## config.mk

```make
export PLATFORM = sky130hd
export DESIGN_NAME = msat_cell
export DESIGN_NICKNAME = d
export VERILOG_FILES = /design/src/design/msat_pkg.sv /design/src/design/msat_cell.sv
export SDC_FILE = /design/constraint.sdc
export NUM_CORES = 1
export LEC_CHECK = 0
export BUFFER_PORTS_ARGS = -buffer_cell sky130_fd_sc_hd__buf_2
export CAP_MARGIN = 20
export CELL_PAD_IN_SITES_DETAIL_PLACEMENT = 1
export CELL_PAD_IN_SITES_GLOBAL_PLACEMENT = 1
export CORE_UTILIZATION = 42
export CTS_BUF_LIST = sky130_fd_sc_hd__clkbuf_8 sky130_fd_sc_hd__clkbuf_16
export DETAILED_ROUTE_END_ITERATION = 6
export PLACE_DENSITY = 0.95
export SYNTH_ARGS = -nofsm -noshare
export SYNTH_HDL_FRONTEND = slang
export SYNTH_SLANG_ARGS = --single-unit
```

## constraint.sdc

```tcl
create_clock -name clock -period 4.25 [get_ports clock]
set_input_delay 0.2125 -clock clock [delete_from_list [all_inputs] [get_ports clock]]
set_output_delay 0.2125 -clock clock [all_outputs]
set_load 0.005 [all_outputs]
```

## src/design/msat_pkg.sv

```systemverilog
// shared types, constants and helpers for the segment decode and tlb translate block
package msat_pkg;

   // tlb geometry
   localparam int TLB_DEPTH   = 64;
   localparam int CELL_IDX_W  = $clog2(TLB_DEPTH);

   // fixed field widths
   localparam int ADDR_W      = 32;
   localparam int ENTRY_IDX_W = 6;
   localparam int STATUS_W    = 2;
   localparam int PFN_W       = 20;
   localparam int VPN2_W      = 19;
   localparam int MASK_W      = 12;

   // action codes
   localparam logic ACTION_TRANSLATE = 1'b0;
   localparam logic ACTION_WRITE     = 1'b1;

   // result status codes
   localparam logic [STATUS_W-1:0] STATUS_DIRECT  = 2'd0;
   localparam logic [STATUS_W-1:0] STATUS_HIT     = 2'd1;
   localparam logic [STATUS_W-1:0] STATUS_MISS    = 2'd2;
   localparam logic [STATUS_W-1:0] STATUS_WRITTEN = 2'd3;

   // segment codes taken from address bits 31..29
   localparam logic [2:0] SEG_KSEG0 = 3'b100;
   localparam logic [2:0] SEG_KSEG1 = 3'b101;
   localparam logic [2:0] SEG_KSSEG = 3'b110;
   localparam logic [2:0] SEG_KSEG3 = 3'b111;

   // smallest page, added to the shifted mask to find the odd-page select bit
   localparam logic [ADDR_W-1:0] PAGE_UNIT   = 32'h0000_1000;
   localparam logic [11:0]       OFFSET_BITS = 12'hFFF;

   // one half of an entry: valid above the frame number
   typedef struct packed {
      logic             valid;
      logic [PFN_W-1:0] pfn;
   } half_type;

   // entry tag: vpn2 above the page mask
   typedef struct packed {
      logic [VPN2_W-1:0] vpn2;
      logic [MASK_W-1:0] mask;
   } tag_type;

   // word carried down the cell chain
   typedef struct packed {
      logic                   action;
      logic [ADDR_W-1:0]      va;
      logic [ENTRY_IDX_W-1:0] entry_index;
      tag_type                tag;
      half_type               even;
      half_type               odd;
      logic                   done;
      logic [ADDR_W-1:0]      pa;
      logic [STATUS_W-1:0]    status;
      logic [ENTRY_IDX_W-1:0] hit_index;
   } word_type;

   // pack an entry-lo word into a half: valid is bit 1, frame is bits 25..6
   function automatic half_type pack_half(input logic [ADDR_W-1:0] lo);
      half_type h;
      h.valid = lo[1];
      h.pfn   = lo[25:6];
      return h;
   endfunction

endpackage

```

## src/design/msat_cell.sv

```systemverilog
// one tlb cell: holds an entry, matches passing words and hands them to the next cell
module msat_cell (
   input  logic                            clock,
   input  logic                            reset,
   input  logic                            advance,
   input  logic [msat_pkg::CELL_IDX_W-1:0] cell_id,
   input  logic                            prev_valid,
   input  msat_pkg::word_type              prev_word,
   output logic                            next_valid,
   output msat_pkg::word_type              next_word
);
   import msat_pkg::*;

   tag_type           tag_ff, tag_in;
   half_type          even_ff, even_in;
   half_type          odd_ff, odd_in;
   word_type          word_ff, word_in;
   logic              valid_ff, valid_in;

   logic [VPN2_W-1:0] cmp_bits;
   logic              tag_match;
   logic [ADDR_W-1:0] page_span;
   logic              odd_sel;
   half_type          sel_half;
   logic [ADDR_W-1:0] offset_mask;
   logic              entry_hit;
   logic              write_sel;

   // masked vpn2 compare and odd/even page select
   always_comb begin
      cmp_bits    = {7'h7F, ~tag_ff.mask};
      tag_match   = ((prev_word.va[31:13] ^ tag_ff.vpn2) & cmp_bits) == '0;
      page_span   = {8'd0, tag_ff.mask, 12'd0} + PAGE_UNIT;
      odd_sel     = |(prev_word.va & page_span);
      sel_half    = odd_sel ? odd_ff : even_ff;
      offset_mask = {8'd0, tag_ff.mask, OFFSET_BITS};
      entry_hit   = tag_match && sel_half.valid;
   end

   // first hit along the chain resolves the word
   always_comb begin
      word_in = prev_word;
      if (prev_word.action == ACTION_TRANSLATE && !prev_word.done && entry_hit) begin
         word_in.done      = 1'b1;
         word_in.pa        = ({sel_half.pfn, 12'd0} & ~offset_mask)
                           | (prev_word.va & offset_mask);
         word_in.status    = STATUS_HIT;
         word_in.hit_index = ENTRY_IDX_W'(cell_id);
      end
   end

   // entry load when a write word for this cell passes
   always_comb begin
      write_sel = advance && prev_valid && prev_word.action == ACTION_WRITE
                  && prev_word.entry_index == ENTRY_IDX_W'(cell_id);
      tag_in    = tag_ff;
      even_in   = even_ff;
      odd_in    = odd_ff;
      if (write_sel) begin
         tag_in  = prev_word.tag;
         even_in = prev_word.even;
         odd_in  = prev_word.odd;
      end
      valid_in = advance ? prev_valid : valid_ff;
   end

   // stored entry, cleared at reset
   always_ff @(posedge clock) begin
      if (reset) begin
         tag_ff  <= '0;
         even_ff <= '0;
         odd_ff  <= '0;
      end else begin
         tag_ff  <= tag_in;
         even_ff <= even_in;
         odd_ff  <= odd_in;
      end
   end

   // chain stage
   always_ff @(posedge clock) begin
      if (reset) begin
         valid_ff <= 1'b0;
      end else begin
         valid_ff <= valid_in;
      end
   end

   always_ff @(posedge clock) begin
      if (advance) begin
         word_ff <= word_in;
      end
   end

   assign next_valid = valid_ff;
   assign next_word  = word_ff;

   // a write for this cell lands in the stored tag
   a_write_lands: assert property (@(posedge clock) disable iff (reset)
      write_sel |=> tag_ff == $past(prev_word.tag))
      else $error("tlb cell did not store the written tag");

   // a resolved word never goes back to unresolved
   a_done_sticks: assert property (@(posedge clock) disable iff (reset)
      (advance && prev_valid && prev_word.done) |=> (valid_ff && word_ff.done))
      else $error("resolved word lost its done flag in a tlb cell");
endmodule

```

Word level (Yosys, flattened, before mapping)
Index checks and enable logic that the tools add are counted. Widths: inputs -> output; s select.

Register bits after elaboration: 227. Output and inout bits: 154. Bits of input ports: 163. Logic and storage cells: 42.

Equal/unequal tests: 1. Add/sub/neg operators: 1. Multiplexer cells: 2. Bitwise gates (word level): 9. Reduce and logical (&&, ||, !) cells: 9.

Operators with widths (number): $mux 40 (1); $and 32x24->32 (1); $and 32x25->32 (1); $and 32x32->32 (1); $not 24->32 (1); $or 32x32->32 (1); $reduce_or 32->1 (1); $add 24x13->25 const B (1); $mux 21 (1); $and 19x19->19 (1); $logic_not 19->1 (1); $xor 19x19->19 (1); $not 12->12 (1); $eq 6x6->1 (1); $logic_and 1x1->1 (6); $logic_not 1->1 (1); $not 1->1 (1).

Depth between registers and ports, before layout
Gate-level depths: netlist of the first run.

Word-level depth: 7. Depth in mapped cells: 9. Depth with buffers taken out: 8.

Worst setup path after synthesis of the first run
No wires, ideal clock.

Kind: register to register. Start: register tag_ff (netlist bit offset_mask[12]). End: register word_ff (netlist bit next_word[0]), data pin. Stages on the path, launching flop included: 10. Data required time: 3.990 ns. Period minus slack after synthesis: 2.739 ns. Path buffers: 1. Arrival: 2.478 ns. Path slack: 1.511 ns. Cell sequence: dfxtp_1 ha_1 nand3_2 or4_1 a21boi_2 or4_4 o21ai_2 a21oi_4 buf_6 mux2_4.

RTL lines: start, declared (RTL line msat_cell.sv:14) `tag_type tag_ff, tag_in;`; start signal, assigned (RTL line msat_cell.sv:74) `tag_ff <= tag_in;`; end signal, assigned (RTL line msat_cell.sv:91) `word_ff <= word_in;`; end, declared (RTL line msat_cell.sv:17) `word_type word_ff, word_in;`.

==> results of run 1 <==
-- metal layers --
metal  wire [um]  vias up
li1            -     3298
met1       11600     3697
met2       17800      362
met3        1950       88
met4        1320        0
met5           0        -
-- cell usage after synthesis, types with 2 or more instances --
cell type  number  share of area [%]
a21oi_1        84                4.7
a31oi_1        12               0.85
buf_2           4               0.23
buf_4           3               0.25
buf_6           4               0.51
clkbuf_1       26                1.1
dfxtp_1        74                 17
edfxtp_1      153                 52
inv_1           3               0.13
mux2_2          9                1.1
mux2_4         37                6.3
mux2i_1         3               0.34
nand2_1       153                6.5
nand2b_1        5               0.35
nand3_1         6               0.34
nand4_1         3               0.21
nor2_1          2              0.085
nor2b_1        12               0.85
nor3_1          3               0.17
nor4_1          4               0.28
o21ai_0        14               0.79
o22ai_1         6               0.42
o311ai_1        3               0.30
o41ai_1         3               0.30
or2_1           2               0.14
or4_1           2               0.17
xnor2_1        19                1.9
xor2_1          8               0.79
-- placed cells by master (no fill, tap or decap), types with 5 or more instances in the layout --
cell type      instances
o21ai_0               14
xnor2_1               19
mux2_4                37
mux2_2                 9
bufinv_16              5
o22ai_1                6
nand3_1                6
buf_2                315
nand2_1              153
a31oi_1               12
nand2b_1               5
inv_1                  8
edfxtp_1             153
clkbuf_16             25
dfxtp_1               74
a21oi_1               84
xor2_1                 8
dlygate4sd3_1        119
nor2b_1               12
buf_4                  7
-- timing repair --
action                                 4_1_cts  5_1_grt
hold buffers                               119        0
setup endpoints to repair                    0        0
setup buffers                                0        0
endpoints found under the hold margin      185        0
-- cells by family after synthesis --
kind of cell | after synthesis
compound gates | 132
xor+xnor | 27
flops | 227
fa+ha+maj | 1
mux | 49
simple gates | 199
buf+inv | 41
-- layout make-up --
type,instances,area [um2]
Multi-Input combinational cell,408,2590
Timing Repair Buffer,443,2850
Inverter,3,11.3
Antenna cell,1,2.50
Clock inverter,16,198
Fill cell,2120,7700
Sequential cell,227,6080
Clock buffer,28,667
Tap cell,270,338
-- sequential cells by signal (all words and copies together), names as in the netlist --
name         cells
even_ff         21
odd_ff          21
next_word      153
tag_ff          19
next_valid       1
offset_mask     12
-- metrics by stage --
step	total power, mW	cell area, um2	hold WS (ps)	utilization [%]	std cells
5_1_grt	5.46	12700	2.62	62.3	1396
3_3_place_gp	2.91	10700	406	52.3	1232
4_1_cts	5.28	12700	2.20	62.3	1395
6_report	5.32	12700	12.2	62.3	1396
3_5_place_dp	2.93	10700	407	52.3	1232
2_1_floorplan	2.65	8860	311	-	676
-- power groups by stage --
stage / Sequential [mW] / Combinational (mW) / Clock, mW
floorplan: 2.59 / 0.0655 / 0
global placement: 2.56 / 0.350 / 0
detailed placement: 2.57 / 0.363 / 0
CTS: 2.53 / 0.453 / 2.31
global route: 2.54 / 0.493 / 2.42
finish: 2.53 / 0.466 / 2.32
-- worst register-to-register path, delay by kind of cell, from the launching register on --
family | cells | cell delay [ps]
compound gates | 3 | 1350
simple gates | 2 | 510
flops | 1 | 470
buf+inv | 1 | 360
mux | 1 | 340
fa+ha+maj | 1 | 260
-- worst max-delay path by stage --
stage	start	to	slack, ps	cells past startpoint
after floorplan	offset_mask[12]$_SDFFE_PP0P_	next_word[0]$_DFFE_PP_	1510	9
after global placement	offset_mask[12]$_SDFFE_PP0P_	next_word[35]$_DFFE_PP_	930	8
after detailed placement	offset_mask[12]$_SDFFE_PP0P_	next_word[33]$_DFFE_PP_	810	8
after CTS	offset_mask[12]$_SDFFE_PP0P_	next_word[30]$_DFFE_PP_	790	8
after global routing	offset_mask[12]$_SDFFE_PP0P_	next_word[29]$_DFFE_PP_	490	8
final	offset_mask[13]$_SDFFE_PP0P_	next_word[33]$_DFFE_PP_	720	8
==> impl_metrics.csv, run 1 <==
group,metric,value,unit
cts,clock_path_buffers,3,
synth,synth_compound_area_share,8.49,%
floorplan,start_util,43.4,%
synth,async_reset_ff_share,0,%
global_route,grt_first_pass_wirelength,48.3,mm
timing,tns,0,ps
routing,vias_per_cell,5.33,
worst_setup_path,path_max_fanout,13,
worst_setup_path,cp_slowest_stage_delay,750,ps
synth,synth_top_family_by_area,"simple AND/OR/NAND/NOR gates",
worst_setup_path,worstReg2RegStart,"offset_mask[13]$_SDFFE_PP0P_",
routing,drt-total-wl,32.6,mm
floorplan,core_area,0.0204,mm2
routing,firstDrtPassIters,5,
routing,final_antenna_net_count,0,
placement,port-buffer-count,316,
global_route,overflow,0,
pwr,pwr-share-seq,47.6,%
synth,yosysWarnings,0,
worst_setup_path,r2r_setup_slack,720,ps
synth,synth_mux_area_share,7.75,%
timing,setup_viol,0,
cts,cts_buffers,24,
synth,synthAdderAreaFrac,0.141,%
cts,cts_tree,"built",
cells_and_area,drive_above_1_share,36.9,%
global_route,grt_use_total,29.6,%
min_path,worstHoldStart,"prev_word[13]",
worst_setup_path,cpLargestDelayFamily,"compound AO/OA/AOI/OAI gates",
worst_setup_path,r2r_end,"next_word[33]$_DFFE_PP_",
global_route,antenna_found_initial,1,
worst_setup_path,end_kind,"flop",
worst_setup_path,critPathBufInv,1,
synth,yosys.area_share.simple,10.1,%
cells_and_area,syn_to_final_growth,43.7,%
worst_setup_path,critPathKind,"flop to flop",
global_route,grt_pass1_vias,8173,
routing,wl_per_cell,23.4,um
pwr,switching_share,22.0,%
timing,finalCritPeriodShare,83.2,%
outcome,status,"completed",
timing,maxSlewViolCount,0,
cts,htreeDepth,1,
timing,max_slew_margin,35.3,%
routing,drt_iter0_drc,501,
worst_setup_path,crit_chain,"ha_1 -> nand3_2 -> o41ai_1 -> or4_4 -> o21ai_2 -> a21oi_4 -> buf_4 -> mux2_4",
pwr,combPwrFrac,8.8,%
min_path,hold_class,"input port to flop",
synth,syn_nets,840,
worst_setup_path,cp-start-kind,"flop",
placement,hpwl,19.6,mm
floorplan,row_count,52,
routing,num_vias,7445,
placement,dp_slack,813,ps
floorplan,die_area,0.0217,mm2
pwr,p_sw,1.17,mW
cells_and_area,finalNetCount,1271,
synth,synth_edf_count,153,
cts,cts_repair_resize_count,0,
worst_setup_path,r2r_cells,8,
synth,ys_types,47,
global_route,grt_max_degree,81,
timing,setup_ws,716,ps
cts,cts_root_buf,"clkbuf_16",
synth,ys_ff_latch,227,
min_path,worstHoldEndpoint,"next_word[13]$_DFFE_PP_",
timing,fin_crit,3530,ps
global_route,grt_use_met2,56.5,%
pwr,p_leak,5.07,nW
worst_setup_path,required,4500,ps
pwr,internal_power,4.15,mW
timing,skew,25.4,ps
timing,rsz0062_at_grt,"false",
worst_setup_path,slowest_stage,"o41ai_1",
floorplan,die_w,147,um
pwr,ir_drop,0.318,mV
synth,seq_area_frac_synth,68.6,%
floorplan,pin_count,317,
synth,syn_area_per_cell,13.1,um2
run,maxCapViolations,0,
cts,numClockSinks,227,
global_route,grt.busiest_layer,"met2",
pwr,power_density,418,mW/mm2
placement,place.gp.congestion,0.851,
synth,syn_inst,676,
timing,max_freq,283,MHz
cts,insertion_delay,520,ps
global_route,grtUsageMet1,32.0,%
timing,final_hold_viol_count,0,
min_path,hold_depth,2,
floorplan,fp.dieH,147,um
worst_setup_path,arrival,3780,ps
synth,synth_xor_xnor_area_share,2.67,%
routing,drc,0,
timing,worst_pin_slew,971,ps
synth,ys.flop_type,"edfxtp_1",
synth,syn_area,0.00886,mm2
cts,clk_pin_slew,70,ps
global_route,use_met3,5.16,%
pwr,power.clock.fraction,43.6,%
(Power assumes the default switching activity.)
==> run 2, diff against run 1 <==
- ABC_AREA: not set -> 1
- CORE_UTILIZATION: 42 -> 34
- PLACE_DENSITY: 0.95 -> 0.89
- clock period: 4.25 -> 3.1 ns (I/O delays scaled with it)
==> impl_metrics.csv, run 2 <==
group,metric,value,unit
outcome,status,"completed",
pwr,p_total,7.13,mW
cells_and_area,final_common_cell,"buf_2",
timing,fin_crit,2820,ps
pwr,switching_share,22.8,%
placement,port-buffer-count,316,
worst_setup_path,worstReg2RegStart,"offset_mask[12]$_SDFFE_PP0P_",
synth,synth_most_common_cell,"nand2_1",
timing,fin_hold_ws,35.6,ps
floorplan,pin_count,317,
pwr,power.clock.fraction,41.8,%
timing,skew,10.4,ps
min_path,worstHoldStart,"reset",
global_route,overflow,0,
timing,max_freq,354,MHz
synth,async_reset_ff_share,0,%
cts,cts_buffers,26,
global_route,grt_use_total,25.4,%
synth,ys_ff_latch,227,
pwr,combPwrFrac,9.6,%
floorplan,core_area,0.0252,mm2
global_route,antenna_found_initial,3,
global_route,grt_pass1_vias,8943,
placement,place.gp.congestion,0.820,
cells_and_area,fin_util,52.2,%
cts,cts_tree,"built",
pwr,p_sw,1.63,mW
cells_and_area,final_cell_mix,"315 x buf_2, 284 x nand2_1, 159 x dlygate4sd3_1, 153 x edfxtp_1, 74 x dfxtp_1",
timing,setup_ws,275,ps
cells_and_area,syn_to_final_growth,50.3,%
global_route,grt_max_degree,67,
synth,synth_area_leaders,"edfxtp_1 53%, dfxtp_1 17%, nand2_1 12%",
worst_setup_path,end_kind,"flop",
routing,num_vias,8228,
synth,seq_area_frac_synth,69.5,%
floorplan,start_util,34.7,%
cts,insertion_delay,520,ps
routing,drt_iter0_drc,543,
synth,yosysTopAreaCell,"edfxtp_1",
cells_and_area,design_area,0.0131,mm2
placement,dp.cells,1450,
floorplan,row_count,58,
routing,wl_per_cell,20.6,um
pwr,p_leak,5.50,nW
floorplan,die_w,162,um
routing,drc,0,
placement,dp_slack,412,ps
worst_setup_path,required,3470,ps
cells_and_area,fillers,2828,
timing,tns,0,ps
pwr,pwr-share-seq,48.7,%
timing,maxSlewViolCount,0,
cells_and_area,finalNetCount,1471,
min_path,hold_class,"input port to flop",
synth,syn_area,0.00874,mm2
pwr,internal_power,5.50,mW
synth,syn_inst,826,
synth,synth_top_area_share,52.6,%
worst_setup_path,crit_path_start,"offset_mask[12]$_SDFFE_PP0P_",
cts,clk_pin_slew,60,ps
cts,cts_root_buf,"clkbuf_16",
cts,post_cts.repair.setup_buffers,0,
placement,hpwl,21.2,mm
synth,ys.flop_type,"edfxtp_1",
synth,syn_nets,990,
floorplan,die_area,0.0263,mm2
worst_setup_path,path_max_fanout,25,
synth,ys_types,30,
timing,final_hold_viol_count,0,
cts,numClockSinks,227,
worst_setup_path,cp-start-kind,"flop",
worst_setup_path,r2r_cells,13,
synth,yosysWarnings,0,
routing,final_antenna_net_count,0,
global_route,grt_first_pass_wirelength,50.7,mm
synth,synthTopCellsByCount,"284 x nand2_1, 153 x edfxtp_1, 74 x dfxtp_1",
cts,clock_path_buffers,3,
timing,rsz0062_at_grt,"false",
cells_and_area,drive_above_1_share,29.0,%
cts,htreeDepth,1,
timing,setup_viol,0,
floorplan,fp.dieH,162,um
worst_setup_path,cp-endpoint,"next_word[38]$_DFFE_PP_",
timing,worst_pin_slew,946,ps
routing,firstDrtPassIters,7,
timing,finalCritPeriodShare,91.1,%
synth,synth_edf_count,153,
cts,cts_repair_resize_count,0,
worst_setup_path,critPathKind,"flop to flop",
run,maxCapViolations,0,
timing,max_slew_margin,36.9,%
routing,drt-total-wl,34.2,mm
pwr,ir_drop,0.344,mV
worst_setup_path,r2r_end,"next_word[38]$_DFFE_PP_",
placement,placed_area,0.0107,mm2
cells_and_area,final_cells,1660,
routing,vias_per_cell,4.96,
worst_setup_path,r2r_setup_slack,280,ps
synth,syn_area_per_cell,10.6,um2
worst_setup_path,arrival,3200,ps
pwr,power_density,542,mW/mm2
cts,cts_hold_buffers,158,
cells_and_area,largest_register_ffs,153,
==> run 2: cell type report <==
type	instances	area, um2	share of cell area [%]
inverter	34	129	0.981
tap	330	413	3.14
antenna	3	7.51	0.0571
clock inverter	21	154	1.17
clock buffer	27	676	5.14
multi-input combinational	528	2380	18.1
timing repair buffer	490	3300	25.1
sequential	227	6080	46.2
==> run 2: cell families (layout without fill, tap and decap cells) <==
group	count (synthesis)	after routing	synth area share (%)
AO/OA/AOI/OAI	107	107	6.74
adder cells (fa/ha/maj)	1	1	0.143
buffers and inverters	71	572	3.42
other	0	3	0
AND/OR/NAND/NOR	409	409	19.1
flip-flops	227	227	69.5
XOR/XNOR	11	11	1.10
==> run 2: layer usage <==
| metal | vias to the layer above | track usage, % | wire length [um] |
|---|---|---|---|
| met5 | - | 0 | 0 |
| met1 | 4021 | 29.4 | 13300 |
| li1 | 3763 | - | - |
| met4 | 0 | 11.0 | 1210 |
| met2 | 367 | 46.4 | 17700 |
| met3 | 77 | 3.70 | 1980 |
==> run 2: worst max-delay path: stages (launching register included) <==
cell,delay [ps]
dfxtp_1,410
ha_1,230
nand3_1,140
nor2_1,230
a21oi_1,100
o21ai_0,90
nand2_1,90
nor2_2,130
buf_4,290
nand3_1,180
nand3_2,360
buf_12,240
nand2_1,70
nand2_1,100
==> run 2: how the worst min path moves through the flow <==
stage / end / slack [ps] / depth (start not counted)
2_1_floorplan: next_word[100]$_DFFE_PP_ / 250 / 0
3_3_place_gp: next_word[121]$_DFFE_PP_ / 350 / 1
3_5_place_dp: next_word[130]$_DFFE_PP_ / 350 / 1
4_1_cts: next_word[19]$_DFFE_PP_ / 4 / 3
5_1_grt: next_word[4]$_DFFE_PP_ / 30 / 3
6_report: next_valid$_SDFFE_PP0P_ / 40 / 2
==> run 2: power groups by stage <==
| stage | clock network [mW] | logic [mW] | registers, mW |
|---|---|---|---|
| 6_report | 2.98 | 0.682 | 3.47 |
| 5_1_grt | 3.14 | 0.728 | 3.48 |
| 4_1_cts | 3.03 | 0.665 | 3.46 |
| 3_5_place_dp | 0 | 0.502 | 3.52 |
| 3_3_place_gp | 0 | 0.487 | 3.51 |
| 2_1_floorplan | 0 | 0.0807 | 3.54 |
==> run 3, diff against run 2 <==
- CAP_MARGIN: 20 -> 10
- CORE_UTILIZATION: 34 -> 40
- PLACE_DENSITY: 0.89 -> 0.95
- clock period: 3.1 -> 3.6 ns (I/O delays scaled with it)
==> impl_metrics.csv, run 3 (same netlist as run 2, synthesis figures left out) <==
group,metric,value,unit
outcome,status,"completed",
cts,clk_pin_slew,60,ps
cells_and_area,largest_register_ffs,153,
routing,wl_per_cell,21.8,um
cts,post_cts.repair.setup_buffers,0,
cts,cts_tree,"built",
global_route,antenna_found_initial,1,
worst_setup_path,end_kind,"flop",
cells_and_area,final_common_cell,"buf_2",
placement,dp.cells,1390,
timing,finalCritPeriodShare,88.8,%
cells_and_area,finalNetCount,1455,
floorplan,pin_count,317,
routing,drt-total-wl,34.5,mm
cts,clock_path_buffers,3,
floorplan,start_util,41.2,%
routing,drt_iter0_drc,480,
placement,port-buffer-count,316,
routing,vias_per_cell,5.26,
cts,cts_buffers,24,
global_route,grt_max_degree,73,
worst_setup_path,required,3850,ps
cells_and_area,final_cells,1584,
worst_setup_path,critPathKind,"flop to flop",
placement,hpwl,20.7,mm
cts,cts_repair_resize_count,0,
placement,dp_slack,531,ps
timing,setup_viol,0,
cts,insertion_delay,510,ps
floorplan,die_area,0.0224,mm2
floorplan,die_w,150,um
run,maxCapViolations,0,
timing,skew,21.4,ps
cells_and_area,syn_to_final_growth,46.9,%
timing,fin_crit,3200,ps
worst_setup_path,cp-start-kind,"flop",
timing,max_freq,313,MHz
timing,final_hold_viol_count,0,
timing,setup_ws,402,ps
timing,tns,0,ps
worst_setup_path,arrival,3450,ps
routing,firstDrtPassIters,4,
global_route,grt_pass1_vias,9035,
cts,cts_root_buf,"clkbuf_16",
cells_and_area,fin_util,60.5,%
global_route,overflow,0,
cts,htreeDepth,1,
min_path,hold_class,"input port to flop",
global_route,grt_use_total,30.2,%
routing,num_vias,8336,
floorplan,fp.dieH,150,um
pwr,ir_drop,0.368,mV
floorplan,row_count,53,
routing,final_antenna_net_count,0,
timing,maxSlewViolCount,0,
placement,place.gp.congestion,0.889,
pwr,power_density,461,mW/mm2
pwr,p_leak,5.41,nW
cells_and_area,final_cell_mix,"315 x buf_2, 284 x nand2_1, 153 x edfxtp_1, 150 x dlygate4sd3_1, 74 x dfxtp_1",
timing,max_slew_margin,25.9,%
floorplan,core_area,0.0212,mm2
timing,worst_pin_slew,1110,ps
worst_setup_path,path_max_fanout,23,
routing,drc,0,
global_route,grt_first_pass_wirelength,50.9,mm
cts,numClockSinks,227,
pwr,p_total,5.92,mW
timing,rsz0062_at_grt,"false",
cells_and_area,drive_above_1_share,28.6,%
[run 3: changes by cell type in the layout (fill, tap and decap cells not counted), moves of 3 or more]
cell,before,now
buf_4,14,10
inv_1,39,43
clkinv_1,6,3
dlygate4sd3_1,159,150
clkinvlp_4,3,0
[run 3: metal layers]
metal	global-route usage (%)	part of all wire (%)	vias to the layer above
met4	16.9	5.6	0
met3	5.00	6.5	112
li1	-	-	3730
met2	53.5	50	441
met1	34.4	38	4053
met5	0	0	-
[run 3: cell type report]
| class | instances | area (um2) |
|---|---|---|
| Clock buffer | 27 | 653 |
| Tap cell | 275 | 344 |
| Timing Repair Buffer | 476 | 3160 |
| Clock inverter | 16 | 88.8 |
| Antenna cell | 1 | 2.50 |
| Multi-Input combinational cell | 528 | 2380 |
| Sequential cell | 227 | 6080 |
| Inverter | 34 | 128 |
| Fill cell | 2360 | 8380 |
[run 3: final timing paths]
check                                                  start                  endpoint  slack, ps  depth (start not counted)
worst min-delay path                           prev_word[24]   next_word[24]$_DFFE_PP_         20                          3
worst max-delay path            offset_mask[12]$_SDFFE_PP0P_   next_word[35]$_DFFE_PP_        400                         14
worst min register to register      even_ff[17]$_SDFFE_PP0P_  even_ff[17]$_SDFFE_PP0P_        470                          2
worst max register to register  offset_mask[12]$_SDFFE_PP0P_   next_word[35]$_DFFE_PP_        400                         14
[run 3: through the flow]
step           hold WS (ps)  instance area, um2
6_report               19.5               12800
5_1_grt                17.4               12800
4_1_cts               0.170               12800
3_5_place_dp            375               10600
3_3_place_gp            372               10600
2_1_floorplan           279                8740
[run 3: worst max-delay path: stages (launching register included)]
cell and delay (ps):
dfxtp_1 430, ha_1 240, nand3_1 150, nor2_1 260
a21oi_1 100, o21ai_0 80, nand2_1 110, nor2_2 170
nand2_1 90, buf_4 230, nand2_1 110, nand3_2 370
buf_4 400, nand2_1 130, nand2_1 70
[run 3: power by group]
part	total, mW	switching (mW)	internal [mW]
sequential	2.99	0.0485	2.94
clock	2.36	0.998	1.36
combinational	0.577	0.290	0.288
[run 3: repair_timing]
action | 4_1_cts | 5_1_grt
hold endpoints to repair | 212 | 0
endpoints found under the setup margin | 0 | 0
hold buffers | 150 | 0
